<file path="src/design/gsbpt_pkg.sv">
// Shared types and constants for the GPS-synced blink phase timer.
// Used by gsbpt_clock, gsbpt_phase and gps_synced_blink_phase_timer.
// No dependencies.
`default_nettype none

package gsbpt_pkg;

    // Default clock ticks per second (one tick = one input item)
    localparam int unsigned TICKS_PER_SECOND_DEFAULT = 1000;

    // Field widths
    localparam int unsigned MS_W     = 10;
    localparam int unsigned SEC_W    = 6;
    localparam int unsigned MIN_W    = 6;
    localparam int unsigned HOUR_W   = 5;
    localparam int unsigned CFG_W    = 16;
    localparam int unsigned OFFSET_W = 27;
    localparam int unsigned STEP_W   = $clog2(OFFSET_W);

    // Time-of-day limits
    localparam int unsigned SEC_PER_MIN  = 60;
    localparam int unsigned MIN_PER_HOUR = 60;
    localparam int unsigned HOUR_PER_DAY = 24;
    localparam int unsigned LAST_SECOND  = 59;

    // Reset values of the configuration registers
    localparam logic [CFG_W-1:0] CYCLE_MS_RESET = 16'd1000;
    localparam logic [CFG_W-1:0] ON_MS_RESET    = 16'd500;

    // Configuration register indexes
    typedef enum logic
    {
        REG_CYCLE_MS = 1'b0,
        REG_ON_MS    = 1'b1
    } cfg_reg_t;

    typedef logic [OFFSET_W-1:0] offset_t;
    typedef logic [CFG_W-1:0]    cfg_word_t;

    // Local clock as seen by the datapath and the output stage
    typedef struct packed
    {
        logic [HOUR_W-1:0] hour;
        logic [MIN_W-1:0]  minute;
        logic [SEC_W-1:0]  second;
        logic [MS_W-1:0]   millisecond;
    } clock_time_t;

    // Operations of the shared multiply-accumulate / modulo unit
    typedef enum logic [2:0]
    {
        OP_HOLD,
        OP_LOAD_HOUR,
        OP_ADD_MINUTE,
        OP_ADD_SECOND,
        OP_ADD_TICK,
        OP_MOD_STEP
    } phase_op_t;

endpackage

`default_nettype wire

</file>
<file path="src/design/gsbpt_clock.sv">
// Local time-of-day counters with GPS time latch and PPS edge resync.
// Depends on gsbpt_pkg.
`default_nettype none

module gsbpt_clock #(
    parameter int unsigned TICKS_PER_SECOND = gsbpt_pkg::TICKS_PER_SECOND_DEFAULT
) (
    input  wire logic                          clk,
    input  wire logic                          rst_n,
    input  wire logic                          step,
    input  wire logic                          pps_level,
    input  wire logic                          gps_load,
    input  wire logic [gsbpt_pkg::HOUR_W-1:0]  gps_hour,
    input  wire logic [gsbpt_pkg::MIN_W-1:0]   gps_minute,
    input  wire logic [gsbpt_pkg::SEC_W-1:0]   gps_second,
    output gsbpt_pkg::clock_time_t             now
);

    localparam logic [gsbpt_pkg::MS_W-1:0] LastTick =
        gsbpt_pkg::MS_W'(TICKS_PER_SECOND - 1);

    logic [gsbpt_pkg::MS_W-1:0]   ms_reg,   ms_next;
    logic [gsbpt_pkg::SEC_W-1:0]  sec_reg,  sec_next;
    logic [gsbpt_pkg::MIN_W-1:0]  min_reg,  min_next;
    logic [gsbpt_pkg::HOUR_W-1:0] hour_reg, hour_next;
    logic [gsbpt_pkg::HOUR_W-1:0] lat_hour_reg, lat_hour_next;
    logic [gsbpt_pkg::MIN_W-1:0]  lat_min_reg,  lat_min_next;
    logic [gsbpt_pkg::SEC_W-1:0]  lat_sec_reg,  lat_sec_next;
    logic                         pps_prev_reg;

    logic [gsbpt_pkg::MS_W-1:0]   ms_base;
    logic [gsbpt_pkg::SEC_W-1:0]  sec_base;
    logic [gsbpt_pkg::MIN_W-1:0]  min_base;
    logic [gsbpt_pkg::HOUR_W-1:0] hour_base;
    logic [gsbpt_pkg::MS_W:0]     ms_inc;
    logic [gsbpt_pkg::SEC_W:0]    sec_inc;
    logic [gsbpt_pkg::MIN_W:0]    min_inc;
    logic [gsbpt_pkg::HOUR_W:0]   hour_inc;
    logic                         resync;

    // Latch, edge check, then advance by one tick
    always_comb
    begin
        lat_hour_next = gps_load ? gps_hour   : lat_hour_reg;
        lat_min_next  = gps_load ? gps_minute : lat_min_reg;
        lat_sec_next  = gps_load ? gps_second : lat_sec_reg;

        resync = pps_level && !pps_prev_reg
                 && (lat_sec_next == gsbpt_pkg::SEC_W'(gsbpt_pkg::LAST_SECOND));

        ms_base   = ms_reg;
        sec_base  = sec_reg;
        min_base  = min_reg;
        hour_base = hour_reg;
        if (resync)
        begin
            ms_base      = LastTick;
            sec_base     = lat_sec_next;
            min_base     = lat_min_next;
            hour_base    = lat_hour_next;
            lat_sec_next = '0;
        end

        ms_inc   = {1'b0, ms_base} + 1'b1;
        sec_inc  = {1'b0, sec_base} + 1'b1;
        min_inc  = {1'b0, min_base} + 1'b1;
        hour_inc = {1'b0, hour_base} + 1'b1;

        ms_next   = ms_inc[gsbpt_pkg::MS_W-1:0];
        sec_next  = sec_base;
        min_next  = min_base;
        hour_next = hour_base;

        // Carry chain; each test is "reached or passed the limit"
        if (ms_inc >= (gsbpt_pkg::MS_W+1)'(TICKS_PER_SECOND))
        begin
            ms_next  = '0;
            sec_next = sec_inc[gsbpt_pkg::SEC_W-1:0];
            if (sec_inc >= (gsbpt_pkg::SEC_W+1)'(gsbpt_pkg::SEC_PER_MIN))
            begin
                sec_next = '0;
                min_next = min_inc[gsbpt_pkg::MIN_W-1:0];
                if (min_inc >= (gsbpt_pkg::MIN_W+1)'(gsbpt_pkg::MIN_PER_HOUR))
                begin
                    min_next  = '0;
                    hour_next = hour_inc[gsbpt_pkg::HOUR_W-1:0];
                    if (hour_inc >= (gsbpt_pkg::HOUR_W+1)'(gsbpt_pkg::HOUR_PER_DAY))
                    begin
                        hour_next = '0;
                    end
                end
            end
        end
    end

    always_ff @(posedge clk or negedge rst_n)
    begin
        if (!rst_n)
        begin
            ms_reg       <= '0;
            sec_reg      <= '0;
            min_reg      <= '0;
            hour_reg     <= '0;
            lat_hour_reg <= '0;
            lat_min_reg  <= '0;
            lat_sec_reg  <= '0;
            pps_prev_reg <= 1'b0;
        end
        else if (step)
        begin
            ms_reg       <= ms_next;
            sec_reg      <= sec_next;
            min_reg      <= min_next;
            hour_reg     <= hour_next;
            lat_hour_reg <= lat_hour_next;
            lat_min_reg  <= lat_min_next;
            lat_sec_reg  <= lat_sec_next;
            pps_prev_reg <= pps_level;
        end
    end

    assign now.hour        = hour_reg;
    assign now.minute      = min_reg;
    assign now.second      = sec_reg;
    assign now.millisecond = ms_reg;

endmodule

`default_nettype wire

</file>
<file path="src/design/gsbpt_phase.sv">
// Shared multiply-accumulate / restoring modulo unit for the blink phase.
// Builds the tick-of-day value, then reduces it modulo the period one bit a step.
// Depends on gsbpt_pkg.
`default_nettype none

module gsbpt_phase #(
    parameter int unsigned TICKS_PER_SECOND = gsbpt_pkg::TICKS_PER_SECOND_DEFAULT
) (
    input  wire logic                       clk,
    input  wire gsbpt_pkg::phase_op_t       op,
    input  wire gsbpt_pkg::clock_time_t     now,
    input  wire gsbpt_pkg::cfg_word_t       divisor,
    output gsbpt_pkg::cfg_word_t            remainder
);

    localparam int unsigned MinuteTicks = gsbpt_pkg::SEC_PER_MIN * TICKS_PER_SECOND;
    localparam int unsigned HourTicks   = gsbpt_pkg::MIN_PER_HOUR * MinuteTicks;
    localparam int unsigned KW          = $clog2(HourTicks + 1);
    localparam int unsigned PW          = gsbpt_pkg::MS_W + KW;

    gsbpt_pkg::offset_t          acc_reg, acc_next;
    gsbpt_pkg::cfg_word_t        rem_reg, rem_next;
    logic [gsbpt_pkg::MS_W-1:0]  mul_a;
    logic [KW-1:0]               mul_k;
    logic [PW-1:0]               product;
    gsbpt_pkg::offset_t          acc_base;
    logic [gsbpt_pkg::CFG_W:0]   shifted;
    logic                        fits;

    // Operand selection for the multiplier
    always_comb
    begin
        unique case (op)
            gsbpt_pkg::OP_LOAD_HOUR:
            begin
                mul_a = gsbpt_pkg::MS_W'(now.hour);
                mul_k = KW'(HourTicks);
            end
            gsbpt_pkg::OP_ADD_MINUTE:
            begin
                mul_a = gsbpt_pkg::MS_W'(now.minute);
                mul_k = KW'(MinuteTicks);
            end
            gsbpt_pkg::OP_ADD_SECOND:
            begin
                mul_a = gsbpt_pkg::MS_W'(now.second);
                mul_k = KW'(TICKS_PER_SECOND);
            end
            gsbpt_pkg::OP_ADD_TICK:
            begin
                mul_a = now.millisecond;
                mul_k = KW'(1);
            end
            default:
            begin
                mul_a = '0;
                mul_k = '0;
            end
        endcase
    end

    assign product  = PW'(mul_a) * PW'(mul_k);
    assign acc_base = (op == gsbpt_pkg::OP_LOAD_HOUR) ? '0 : acc_reg;

    // One restoring step: bring in the next dividend bit, subtract if it fits
    assign shifted = {rem_reg, acc_reg[gsbpt_pkg::OFFSET_W-1]};
    assign fits    = shifted >= {1'b0, divisor};

    always_comb
    begin
        acc_next = acc_reg;
        rem_next = rem_reg;
        unique case (op)
            gsbpt_pkg::OP_LOAD_HOUR,
            gsbpt_pkg::OP_ADD_MINUTE,
            gsbpt_pkg::OP_ADD_SECOND,
            gsbpt_pkg::OP_ADD_TICK:
            begin
                acc_next = acc_base + gsbpt_pkg::offset_t'(product);
                rem_next = '0;
            end
            gsbpt_pkg::OP_MOD_STEP:
            begin
                acc_next = {acc_reg[gsbpt_pkg::OFFSET_W-2:0], 1'b0};
                rem_next = fits ? gsbpt_pkg::CFG_W'(shifted - {1'b0, divisor})
                                : gsbpt_pkg::CFG_W'(shifted);
            end
            default:
            begin
                acc_next = acc_reg;
                rem_next = rem_reg;
            end
        endcase
    end

    // Datapath registers, no reset needed
    always_ff @(posedge clk)
    begin
        acc_reg <= acc_next;
        rem_reg <= rem_next;
    end

    assign remainder = rem_reg;

endmodule

`default_nettype wire

</file>
<file path="src/design/gps_synced_blink_phase_timer.sv">
// Blink-phase timer locked to GPS time of day: top level with item sequencer.
// Depends on gsbpt_pkg, gsbpt_clock and gsbpt_phase.
//
// Usage:
//   s_axis carries one item per clock tick (pps level, gps time, load flag in tuser).
//   m_axis returns one item per input item: lamp state and the local time after
//   the tick has been applied. cfg writes the period (index 0) and the on time
//   (index 1) and is always ready. It is to be written only while the block is
//   idle; the user must keep to this, as the block itself does not enforce it.
// Sequence:
//   An accepted item updates the clock at once; the shared unit then forms
//   the tick of day (one multiply-add each for hour, minute, second, tick),
//   reduces it bit-serially modulo the period, and the result is registered.
//   Items do not overlap: s_axis_tready is high only while the sequencer is idle.
// Reset:
//   rst_n clears the clock, the latched GPS time, the PPS history and the
//   sequencer; the period returns to 1000 ticks and the on time to 500.
// Stall:
//   A result held by m_axis_tready low stays in the output register; the next
//   item is accepted and processed meanwhile, and waits to complete until the
//   held result is taken.
`default_nettype none

module gps_synced_blink_phase_timer #(
    parameter int unsigned TICKS_PER_SECOND = gsbpt_pkg::TICKS_PER_SECOND_DEFAULT
) (
    input  wire logic        clk,
    input  wire logic        rst_n,
    // Input items
    input  wire logic        s_axis_tvalid,
    output logic             s_axis_tready,
    // [0] pps_level, [5:1] gps_hour, [11:6] gps_minute, [17:12] gps_second
    input  wire logic [23:0] s_axis_tdata,
    // [0] gps_load
    input  wire logic        s_axis_tuser,
    // Result items
    output logic             m_axis_tvalid,
    input  wire logic        m_axis_tready,
    // [0] lamp_on, [10:1] millisecond, [16:11] second, [22:17] minute, [27:23] hour
    output logic [31:0]      m_axis_tdata,
    // Configuration writes
    input  wire logic        cfg_valid,
    output logic             cfg_ready,
    input  wire logic        cfg_index,
    input  wire logic [15:0] cfg_data
);

    typedef enum logic [2:0]
    {
        S_IDLE,
        S_HOUR,
        S_MINUTE,
        S_SECOND,
        S_TICK,
        S_MOD,
        S_DONE
    } state_t;

    state_t                          state_reg, state_next;
    logic [gsbpt_pkg::STEP_W-1:0]    step_cnt_reg, step_cnt_next;
    logic                            m_valid_reg, m_valid_next;
    logic [31:0]                     m_data_reg, m_data_next;
    gsbpt_pkg::cfg_word_t            cycle_ms_reg;
    gsbpt_pkg::cfg_word_t            on_ms_reg;

    gsbpt_pkg::phase_op_t            op;
    gsbpt_pkg::clock_time_t          now;
    gsbpt_pkg::cfg_word_t            remainder;
    logic                            accept;
    logic                            lamp;
    logic                            out_free;

    assign accept        = s_axis_tvalid && s_axis_tready;
    assign s_axis_tready = (state_reg == S_IDLE);
    assign out_free      = !m_valid_reg || m_axis_tready;
    assign cfg_ready     = 1'b1;

    // Configuration registers
    always_ff @(posedge clk or negedge rst_n)
    begin
        if (!rst_n)
        begin
            cycle_ms_reg <= gsbpt_pkg::CYCLE_MS_RESET;
            on_ms_reg    <= gsbpt_pkg::ON_MS_RESET;
        end
        else if (cfg_valid && cfg_ready)
        begin
            unique case (gsbpt_pkg::cfg_reg_t'(cfg_index))
                gsbpt_pkg::REG_CYCLE_MS: cycle_ms_reg <= cfg_data;
                gsbpt_pkg::REG_ON_MS:    on_ms_reg    <= cfg_data;
            endcase
        end
    end

    gsbpt_clock #(
        .TICKS_PER_SECOND (TICKS_PER_SECOND)
    ) u_clock (
        .clk        (clk),
        .rst_n      (rst_n),
        .step       (accept),
        .pps_level  (s_axis_tdata[0]),
        .gps_load   (s_axis_tuser),
        .gps_hour   (s_axis_tdata[5:1]),
        .gps_minute (s_axis_tdata[11:6]),
        .gps_second (s_axis_tdata[17:12]),
        .now        (now)
    );

    gsbpt_phase #(
        .TICKS_PER_SECOND (TICKS_PER_SECOND)
    ) u_phase (
        .clk       (clk),
        .op        (op),
        .now       (now),
        .divisor   (cycle_ms_reg),
        .remainder (remainder)
    );

    // The counters only change h/m/s on a tick wrap, so rebuilding the
    // day offset on every item gives the same value as at tick zero.
    assign lamp = (cycle_ms_reg != '0) && (remainder < on_ms_reg);

    // Sequencer and output register
    always_comb
    begin
        state_next    = state_reg;
        step_cnt_next = step_cnt_reg;
        m_valid_next  = m_valid_reg && !m_axis_tready;
        m_data_next   = m_data_reg;
        op            = gsbpt_pkg::OP_HOLD;
        unique case (state_reg)
            S_IDLE:
            begin
                if (accept)
                begin
                    state_next = S_HOUR;
                end
            end
            S_HOUR:
            begin
                op         = gsbpt_pkg::OP_LOAD_HOUR;
                state_next = S_MINUTE;
            end
            S_MINUTE:
            begin
                op         = gsbpt_pkg::OP_ADD_MINUTE;
                state_next = S_SECOND;
            end
            S_SECOND:
            begin
                op         = gsbpt_pkg::OP_ADD_SECOND;
                state_next = S_TICK;
            end
            S_TICK:
            begin
                op            = gsbpt_pkg::OP_ADD_TICK;
                step_cnt_next = gsbpt_pkg::STEP_W'(gsbpt_pkg::OFFSET_W - 1);
                state_next    = S_MOD;
            end
            S_MOD:
            begin
                op            = gsbpt_pkg::OP_MOD_STEP;
                step_cnt_next = step_cnt_reg - 1'b1;
                if (step_cnt_reg == '0)
                begin
                    state_next = S_DONE;
                end
            end
            S_DONE:
            begin
                if (out_free)
                begin
                    m_valid_next = 1'b1;
                    m_data_next  = {4'b0, now.hour, now.minute, now.second,
                                    now.millisecond, lamp};
                    state_next   = S_IDLE;
                end
            end
            default:
            begin
                state_next = S_IDLE;
            end
        endcase
    end

    always_ff @(posedge clk or negedge rst_n)
    begin
        if (!rst_n)
        begin
            state_reg    <= S_IDLE;
            step_cnt_reg <= '0;
            m_valid_reg  <= 1'b0;
        end
        else
        begin
            state_reg    <= state_next;
            step_cnt_reg <= step_cnt_next;
            m_valid_reg  <= m_valid_next;
        end
    end

    always_ff @(posedge clk)
    begin
        m_data_reg <= m_data_next;
    end

    assign m_axis_tvalid = m_valid_reg;
    assign m_axis_tdata  = m_data_reg;

    // Block stays busy for the whole computation after taking an item
    assert property (@(posedge clk) disable iff (!rst_n)
        accept |=> !s_axis_tready)
        else $error("input accepted again while an item is in progress");

    // Tick counter never reaches a full second
    assert property (@(posedge clk) disable iff (!rst_n)
        now.millisecond < gsbpt_pkg::MS_W'(TICKS_PER_SECOND))
        else $error("tick counter out of range");

    // Modulo result is reduced below a non-zero period
    assert property (@(posedge clk) disable iff (!rst_n)
        (state_reg == S_DONE && cycle_ms_reg != '0) |-> remainder < cycle_ms_reg)
        else $error("phase not reduced below period");

endmodule

`default_nettype wire

</file>
<file path="config.mk">
export PLATFORM = sky130hd
export DESIGN_NAME = gps_synced_blink_phase_timer
export DESIGN_NICKNAME = d
export VERILOG_FILES = /design/src/design/gsbpt_pkg.sv /design/src/design/gsbpt_clock.sv /design/src/design/gsbpt_phase.sv /design/src/design/gps_synced_blink_phase_timer.sv
export SDC_FILE = /design/constraint.sdc
export NUM_CORES = 1
export LEC_CHECK = 0
export BUFFER_PORTS_ARGS = -buffer_cell sky130_fd_sc_hd__clkbuf_2
export CAP_MARGIN = 10
export CORE_AREA = 4 4 191 193
export CTS_CLUSTER_SIZE = 12
export DETAILED_ROUTE_END_ITERATION = 16
export DIE_AREA = 0 0 195 197
export GPL_TIMING_DRIVEN = 0
export PLACE_DENSITY = 0.57
export SYNTH_ARGS = -nofsm -noshare
export SYNTH_HDL_FRONTEND = slang
export SYNTH_SLANG_ARGS = --single-unit
</file>
<file path="constraint.sdc">
create_clock -name clk -period 11.2 [get_ports clk]
set_input_delay 0.56 -clock clk [delete_from_list [all_inputs] [get_ports clk]]
set_output_delay 0.56 -clock clk [all_outputs]
set_load 0.005 [all_outputs]
</file>
=== Yosys cells after proc, flatten, opt, wreduce, memory -nomap -nowiden ===
Index checks and enable logic that the tools add are counted.

* Register bits: 157
* Input port bits: 47
* Output and inout bits: 35
* RAM bits: 0
* Logic and storage cells: 97
* Bits in read-only memories: 0
* Memories kept: 0
* Latch bits: 0

* Magnitude comparators: 6
* $mul: 1
* Bitwise logic cells: 1
* Add/subtract/negate cells: 7
* Shifts and indexed selects: 0
* Divide/modulo/power cells: 0
* Muxes and demuxes: 32
* Equality and inequality tests: 15
* Reduce and logical (&&, ||, !) cells: 19

{| class="wikitable"
|+ Operators by type and width
! cell !! number
|-
| $pmux W22 S4 || 1
|-
| $mux W6 || 10
|-
| $pmux W27 S2 || 1
|-
| $pmux W10 S4 || 1
|-
| $pmux W16 S2 || 1
|-
| $mux W5 || 6
|-
| $add A27 B27 Y27 || 1
|-
| $mul A10 B22 Y27 || 1
|-
| $mux W27 || 1
|-
| $pmux W3 S7 || 1
|-
| $mux W10 || 2
|-
| $ge A17 B16 Y1 || 1
|-
| $lt A16 B16 Y1 || 1
|-
| $mux W16 || 1
|-
| $reduce_bool A16 Y1 || 1
|-
| $sub A16 B16 Y16 || 1
|-
| $eq A3 B3 Y1 const B || 5
|-
| $pmux W3 S5 || 1
|-
| $add A6 B1 Y7 const B || 2
|-
| $ge A7 B6 Y1 const B || 2
|-
| $eq A3 B2 Y1 const B || 4
|-
| $add A10 B1 Y11 const B || 1
|-
| $ge A11 B10 Y1 const B || 1
|-
| $pmux W5 S2 || 1
|-
| 19 further kinds || 33
|}

=== Logic depth before layout (Yosys ltp) ===
* Depth after elaboration: 10
* Gate-level depth with buffers: 26
* Depth with buffers taken out: 24

=== Hierarchy ===
A second synthesis with hierarchy kept.

* Cells, all modules: 1439
* Area, all modules: 14259.9 um2

{| class="wikitable"
|+ Modules (own cells, without submodules)
! module !! cells an instance !! seq. area each (um2) !! instances !! area each (um2)
|-
| gsbpt_phase || 892 || 1291.2 || 1 || 8295.5
|-
| gsbpt_clock || 334 || 1126.1 || 1 || 2994.1
|-
| gps_synced_blink_phase_timer || 213 || 1881.8 || 1 || 2970.3
|}

=== Worst setup path after synthesis ===
OpenSTA, ideal clock, no wires.

* Path type: flip-flop to flip-flop
* From: register state_reg[1]
* To: register u_phase.acc_reg[26] (data pin)
* Arrival: 6.244 ns
* Stages on the path, launching flop included: 25
* Required time: 11.024 ns
* Setup time: 0.176 ns
* Clock period less this slack: 6.420 ns
* Setup slack: 4.780 ns
* Buffers on the path: 2
* Path through: dfrtp_1 -> clkbuf_1 -> nor2b_1 -> and2_1 -> clkbuf_1 -> nand2_1 -> nand2_1 -> inv_1 -> fa_1 -> inv_1 -> fa_1 -> fa_1 -> fa_1 -> inv_1 -> fa_1 -> inv_1 -> ha_1 -> and3_1 -> and4_1 -> a32o_1 -> o31ai_1 -> a31oi_1 -> a311o_1 -> mux2i_1 -> nor4_1

* Cells in the longest elaborated chain, start to end: 7
* Elaborated cells on any way between the ends: 18
* Classes of those cells: 1 x add/sub; 1 x mul; 10 x eq/ne; 5 x mux; 1 x reduce/logical

{| class="wikitable"
|+ Ends and longest elaborated chain
! element !! RTL line !! source
|-
| start, declared || gps_synced_blink_phase_timer.sv:59 || <nowiki>state_t state_reg, state_next;</nowiki>
|-
| start signal, assigned || gps_synced_blink_phase_timer.sv:196 || <nowiki>state_reg <= state_next;</nowiki>
|-
| $eq A3 B3 Y1, or another cell as far along || gps_synced_blink_phase_timer.sv:131 || <nowiki>unique case (state_reg)</nowiki>
|-
| $pmux W3 S5 (*) || gps_synced_blink_phase_timer.sv:131 ||
|-
| $eq A3 B3 Y1, or another cell as far along || gsbpt_phase.sv:33, gsbpt_phase.sv:73 ||
|-
| $pmux W10 S4 / $pmux W22 S4 (equally long branches) || gsbpt_phase.sv:33 || <nowiki>unique case (op)</nowiki>
|-
| $mul A10 B22 Y27 || gsbpt_phase.sv:62 || <nowiki>assign product = PW'(mul_a) * PW'(mul_k);</nowiki>
|-
| $add A27 B27 Y27 || gsbpt_phase.sv:79 || <nowiki>acc_next = acc_base + gsbpt_pkg::offset_t'(product);</nowiki>
|-
| $pmux W27 S2 (*) || gsbpt_phase.sv:73 || <nowiki>unique case (op)</nowiki>
|-
| named net u_phase.acc_next[26] || gsbpt_phase.sv:21 || <nowiki>gsbpt_pkg::offset_t acc_reg, acc_next;</nowiki>
|-
| end signal, assigned || gsbpt_phase.sv:99 || <nowiki>acc_reg <= acc_next;</nowiki>
|-
| end, declared || gsbpt_phase.sv:21 ||
|}

Mark *: on every way through the listed nets, which the timed path passes. The rest lies on a longest branch.
A chain may end at the register's enable or synchronous reset.

=== Final worst setup path ===
Ends and elaborated chain as after synthesis.

==> impl_metrics.prom <==
# TYPE chip_impl_metric gauge
chip_impl_info{name="outcome",value="finished, final reports clean"} 1
chip_impl_metric{name="avgSynthCellArea",unit="sq um"} 9.781
chip_impl_metric{name="chipHeight",unit="um"} 197
chip_impl_metric{name="cts_hold_bufs",unit=""} 0
chip_impl_metric{name="tns",unit="ns"} 0
chip_impl_metric{name="final.setup.worst_slack",unit="ns"} 3.647
chip_impl_metric{name="ff_latch_area",unit="sq mm"} 0.004299
chip_impl_metric{name="wl_per_cell",unit="um"} 16.26
chip_impl_metric{name="relSlewSlack",unit=""} 0.4418
chip_impl_metric{name="irDropWorstVdd",unit="mV"} 0.1598
chip_impl_metric{name="reg2reg_depth",unit=""} 24
chip_impl_info{name="endpoint_kind",value="flop"} 1
chip_impl_metric{name="cts_buffers",unit=""} 17
chip_impl_metric{name="number_of_antenna_violations_at_the_first_check_in_global_routing",unit=""} 0
chip_impl_metric{name="globalRouteOverflowTotal",unit=""} 0
chip_impl_metric{name="initial_core_util",unit=""} 0.4077
chip_impl_metric{name="std_cell_rows",unit=""} 68
chip_impl_metric{name="dp_slack",unit="ns"} 3.700
chip_impl_metric{name="timing_worst_slew_pin_value",unit="ns"} 0.8354
chip_impl_metric{name="final.period_utilization",unit=""} 0.6744
chip_impl_metric{name="synth_edf_count",unit=""} 71
chip_impl_metric{name="reg2reg_slack",unit="ns"} 3.65
chip_impl_metric{name="globalRouteMet1Util",unit=""} 0.2539
chip_impl_metric{name="synth-async-reset-ratio",unit=""} 0.5478
chip_impl_info{name="postSynth.topFlopCell",value="sky130_fd_sc_hd__dfrtp_1"} 1
chip_impl_metric{name="h-tree-depth",unit=""} 4
chip_impl_metric{name="achievable-frequency",unit="MHz"} 132.4
chip_impl_metric{name="largest_register_ff_count",unit=""} 28
chip_impl_metric{name="timing.final.setup_violations",unit=""} 0
chip_impl_info{name="origin_of_the_critical_flop_to_flop_path",value="state_reg[1]$_DFFE_PN0P_"} 1
chip_impl_metric{name="fin_nets",unit=""} 1875
chip_impl_metric{name="finalInstanceArea",unit="sq mm"} 0.01585
chip_impl_metric{name="synth_cells",unit=""} 1440
chip_impl_metric{name="yosys_register_bits",unit=""} 157
chip_impl_metric{name="post-synth-top-area-fraction",unit=""} 0.1691
chip_impl_info{name="root_buffer",value="sky130_fd_sc_hd__clkbuf_16"} 1
chip_impl_metric{name="p_leak",unit="nW"} 7.595
chip_impl_info{name="rsz_0062_raised_after_global_routing",value="false"} 1
chip_impl_metric{name="first_global_vias",unit=""} 10670
chip_impl_metric{name="clk-insertion-delay-late",unit="ns"} 0.44
chip_impl_info{name="synth_most_common_cell",value="sky130_fd_sc_hd__inv_1"} 1
chip_impl_metric{name="synth.distinct_cells",unit=""} 78
chip_impl_metric{name="synth.cell_area",unit="sq mm"} 0.01408
chip_impl_metric{name="finalWeightedCongestion",unit=""} 0.8575
chip_impl_metric{name="nFillCells",unit=""} 3434
chip_impl_metric{name="grt_start_max_net_pins",unit=""} 62
chip_impl_metric{name="finalPower",unit="mW"} 4.139
chip_impl_info{name="crit_type",value="flop to flop"} 1
chip_impl_info{name="rr_endpoint",value="u_phase.acc_reg[26]$_DFFE_PP_"} 1
chip_impl_metric{name="multi_input_comb_area",unit="sq mm"} 0.008904
chip_impl_metric{name="max_slew_vio_count",unit=""} 0
chip_impl_metric{name="worst_setup_hold_path_clk_slew",unit="ns"} 0.07
chip_impl_metric{name="global_routing_met3_resource_utilization",unit=""} 0.02410
chip_impl_metric{name="finalNonFillerCells",unit=""} 2054
chip_impl_metric{name="gr-usage-met2",unit=""} 0.2929
chip_impl_info{name="cp-start-kind",value="flop"} 1
chip_impl_metric{name="count_of_buffers_added_by_post_cts_timing_repair_for_setup",unit=""} 0
chip_impl_metric{name="finalClockSkew",unit="ns"} 0.008054
chip_impl_info{name="cell_accounting_for_the_most_synthesized_area",value="sky130_fd_sc_hd__fa_1"} 1
chip_impl_info{name="grt-busiest-layer",value="met2"} 1
chip_impl_metric{name="vias_per_cell",unit=""} 5.077
chip_impl_metric{name="crit_fanout",unit=""} 10
chip_impl_metric{name="io-pin-count",unit=""} 82
chip_impl_metric{name="flow.area_growth_from_synthesis",unit="%"} 12.53
chip_impl_metric{name="route.detailed.drc",unit=""} 0
chip_impl_metric{name="placement.cell_area",unit="sq mm"} 0.01528
chip_impl_metric{name="wirelength",unit="um"} 33390
chip_impl_metric{name="global_router_s_overall_resource_usage",unit=""} 0.1778
chip_impl_metric{name="die_area",unit="sq mm"} 0.03842
chip_impl_metric{name="final_hold_viol_count",unit=""} 0
chip_impl_metric{name="first_pass_iters",unit=""} 7
chip_impl_metric{name="port_buffers",unit=""} 69
chip_impl_metric{name="die_width",unit="um"} 195
chip_impl_metric{name="placedCellCount",unit=""} 2022
chip_impl_metric{name="post-route-min-period",unit="ns"} 7.553
chip_impl_metric{name="critPathRequiredTime",unit="ns"} 11.45
chip_impl_metric{name="fp.coreArea",unit="sq mm"} 0.03454
chip_impl_info{name="tritoncts",value="yes"} 1
chip_impl_metric{name="power-per-cell-area",unit="mW/mm^2"} 261.1
chip_impl_metric{name="clock_sink_count",unit=""} 157
chip_impl_metric{name="timing.critical_path.arrival",unit="ns"} 7.80
chip_impl_metric{name="drt_iter0_markers",unit=""} 532
chip_impl_metric{name="synth_seq_area_share",unit=""} 0.3052
chip_impl_info{name="min_path_type",value="primary input to async pin"} 1
chip_impl_info{name="synth.top_cells.by_area",value="sky130_fd_sc_hd__fa_1 17%, sky130_fd_sc_hd__edfxtp_1 15%, sky130_fd_sc_hd__dfrtp_1 13%"} 1
chip_impl_metric{name="post_cts_resize_count",unit=""} 0
chip_impl_metric{name="antenna-diode-count",unit=""} 0
chip_impl_metric{name="maxCapViolations",unit=""} 0
chip_impl_metric{name="hpwlAfterDp",unit="um"} 26700
chip_impl_metric{name="synth.yosys.warnings",unit=""} 0
chip_impl_metric{name="antenna_violating_nets_post_route",unit=""} 0
chip_impl_metric{name="dr_total_vias",unit=""} 10430
chip_impl_metric{name="layout-drive-gt1-share",unit=""} 0.1157
chip_impl_metric{name="grt_first_pass_wirelength",unit="um"} 55250
chip_impl_metric{name="worst_case_clock_buffer_depth",unit=""} 2
chip_impl_info{name="synth.cells.most_frequent",value="230 x sky130_fd_sc_hd__inv_1, 146 x sky130_fd_sc_hd__nand2_1, 123 x sky130_fd_sc_hd__ha_1, 119 x sky130_fd_sc_hd__fa_1, 77 x sky130_fd_sc_hd__o21ai_0"} 1
[power by group]
| part | total [mW] | internal [mW] | switching (mW) |
|---|---|---|---|
| combinational | 2.56 | 1.08 | 1.48 |
| clock | 0.568 | 0.308 | 0.259 |
| sequential | 1.01 | 0.899 | 0.113 |
[layer usage]
layer | vias to the layer above | part of all wire
li1 | 5097 | -
met1 | 5108 | 0.48
met2 | 198 | 0.47
met3 | 25 | 0.033
met4 | 0 | 0.011
met5 | - | 0
[kinds of logic after synthesis]
group,count (synthesis),share of synthesized area
other cells,2,0.0005332
flops,157,0.3052
compound gates,265,0.1231
simple gates,385,0.1370
mux,72,0.05588
buf+inv,282,0.07808
fa+ha+maj,242,0.2784
xor+xnor,35,0.02176
[worst max-delay path, stage by stage (launching register included)]
cell	delay, ns
sky130_fd_sc_hd__dfrtp_1	0.34
sky130_fd_sc_hd__clkbuf_1	0.38
sky130_fd_sc_hd__nor2b_1	0.19
sky130_fd_sc_hd__clkbuf_1	0.30
sky130_fd_sc_hd__a22oi_1	0.13
sky130_fd_sc_hd__nor2_1	0.64
sky130_fd_sc_hd__or2_2	0.26
sky130_fd_sc_hd__inv_1	0.05
sky130_fd_sc_hd__fa_1	0.49
sky130_fd_sc_hd__fa_1	0.52
sky130_fd_sc_hd__inv_1	0.05
sky130_fd_sc_hd__fa_1	0.48
sky130_fd_sc_hd__fa_1	0.56
sky130_fd_sc_hd__inv_1	0.06
sky130_fd_sc_hd__fa_1	0.53
sky130_fd_sc_hd__inv_1	0.05
sky130_fd_sc_hd__ha_1	0.36
sky130_fd_sc_hd__and3_1	0.20
sky130_fd_sc_hd__nand3_1	0.11
sky130_fd_sc_hd__nor4b_1	0.49
sky130_fd_sc_hd__o31ai_1	0.17
sky130_fd_sc_hd__a31oi_1	0.39
sky130_fd_sc_hd__a311o_1	0.26
sky130_fd_sc_hd__mux2i_1	0.08
sky130_fd_sc_hd__nor4_1	0.27
[placed cells by master (no fill, tap or decap), drive strengths merged, types with 4 or more instances in the layout]
| cell | Yosys | layout |
|---|---|---|
| a22oi | 8 | 8 |
| xor2 | 14 | 14 |
| clkbuf | 37 | 126 |
| o211ai | 4 | 4 |
| o21bai | 4 | 4 |
| mux2 | 40 | 40 |
| a21o | 17 | 17 |
| a32oi | 4 | 4 |
| nand2 | 146 | 146 |
| o21ai | 78 | 78 |
| nand3b | 6 | 6 |
| nand2b | 22 | 22 |
| dfrtp | 74 | 74 |
| ha | 123 | 123 |
| nor3 | 15 | 15 |
| xnor2 | 21 | 21 |
| o31ai | 13 | 13 |
| and3 | 13 | 13 |
| a21oi | 62 | 62 |
| inv | 230 | 237 |
| o22a | 6 | 6 |
| nor2b | 14 | 14 |
| nor4 | 10 | 10 |
| or3 | 8 | 8 |
| fa | 119 | 119 |
| nand3 | 27 | 27 |
| buf | 15 | 18 |
| o21a | 14 | 14 |
| nand4 | 8 | 8 |
| nor2 | 61 | 61 |
| dfstp | 12 | 12 |
| or2 | 4 | 4 |
| a211oi | 11 | 11 |
| conb | 2 | 57 |
| a32o | 6 | 6 |
| and2 | 37 | 37 |
| a31oi | 8 | 8 |
| edfxtp | 71 | 71 |
| mux2i | 32 | 32 |
[how the worst max path moves through the flow]
stage	from	cells past startpoint	endpoint	slack, ns
after global placement	state_reg[1]$_DFFE_PN0P_	24	u_phase.acc_reg[26]$_DFFE_PP_	3.78
after global routing	state_reg[1]$_DFFE_PN0P_	24	u_phase.acc_reg[26]$_DFFE_PP_	3.19
after floorplan	state_reg[1]$_DFFE_PN0P_	24	u_phase.acc_reg[26]$_DFFE_PP_	4.78
after CTS	state_reg[1]$_DFFE_PN0P_	24	u_phase.acc_reg[26]$_DFFE_PP_	3.66
after detailed placement	state_reg[1]$_DFFE_PN0P_	26	u_phase.acc_reg[25]$_DFFE_PP_	3.70
final	state_reg[1]$_DFFE_PN0P_	24	u_phase.acc_reg[26]$_DFFE_PP_	3.65
[stage by stage]
step	hold slack, ns	util
3_3_place_gp	0.4532	0.4402
6_report	0.07603	0.4588
5_1_grt	0.08886	0.4588
3_5_place_dp	0.4691	0.4424
2_1_floorplan	0.2644	-
4_1_cts	0.07574	0.4588
[final cells by class]
class / instances / share of cell area
well taps: 455 / 0.03592
inverters: 230 / 0.05447
clock inverters: 12 / 0.006237
clock buffers: 20 / 0.02953
plain buffers: 52 / 0.01492
repair buffers: 72 / 0.02589
multi-input cells: 1056 / 0.5618
flip-flops and latches: 157 / 0.2713
Power figures use the tool's default switching activity.
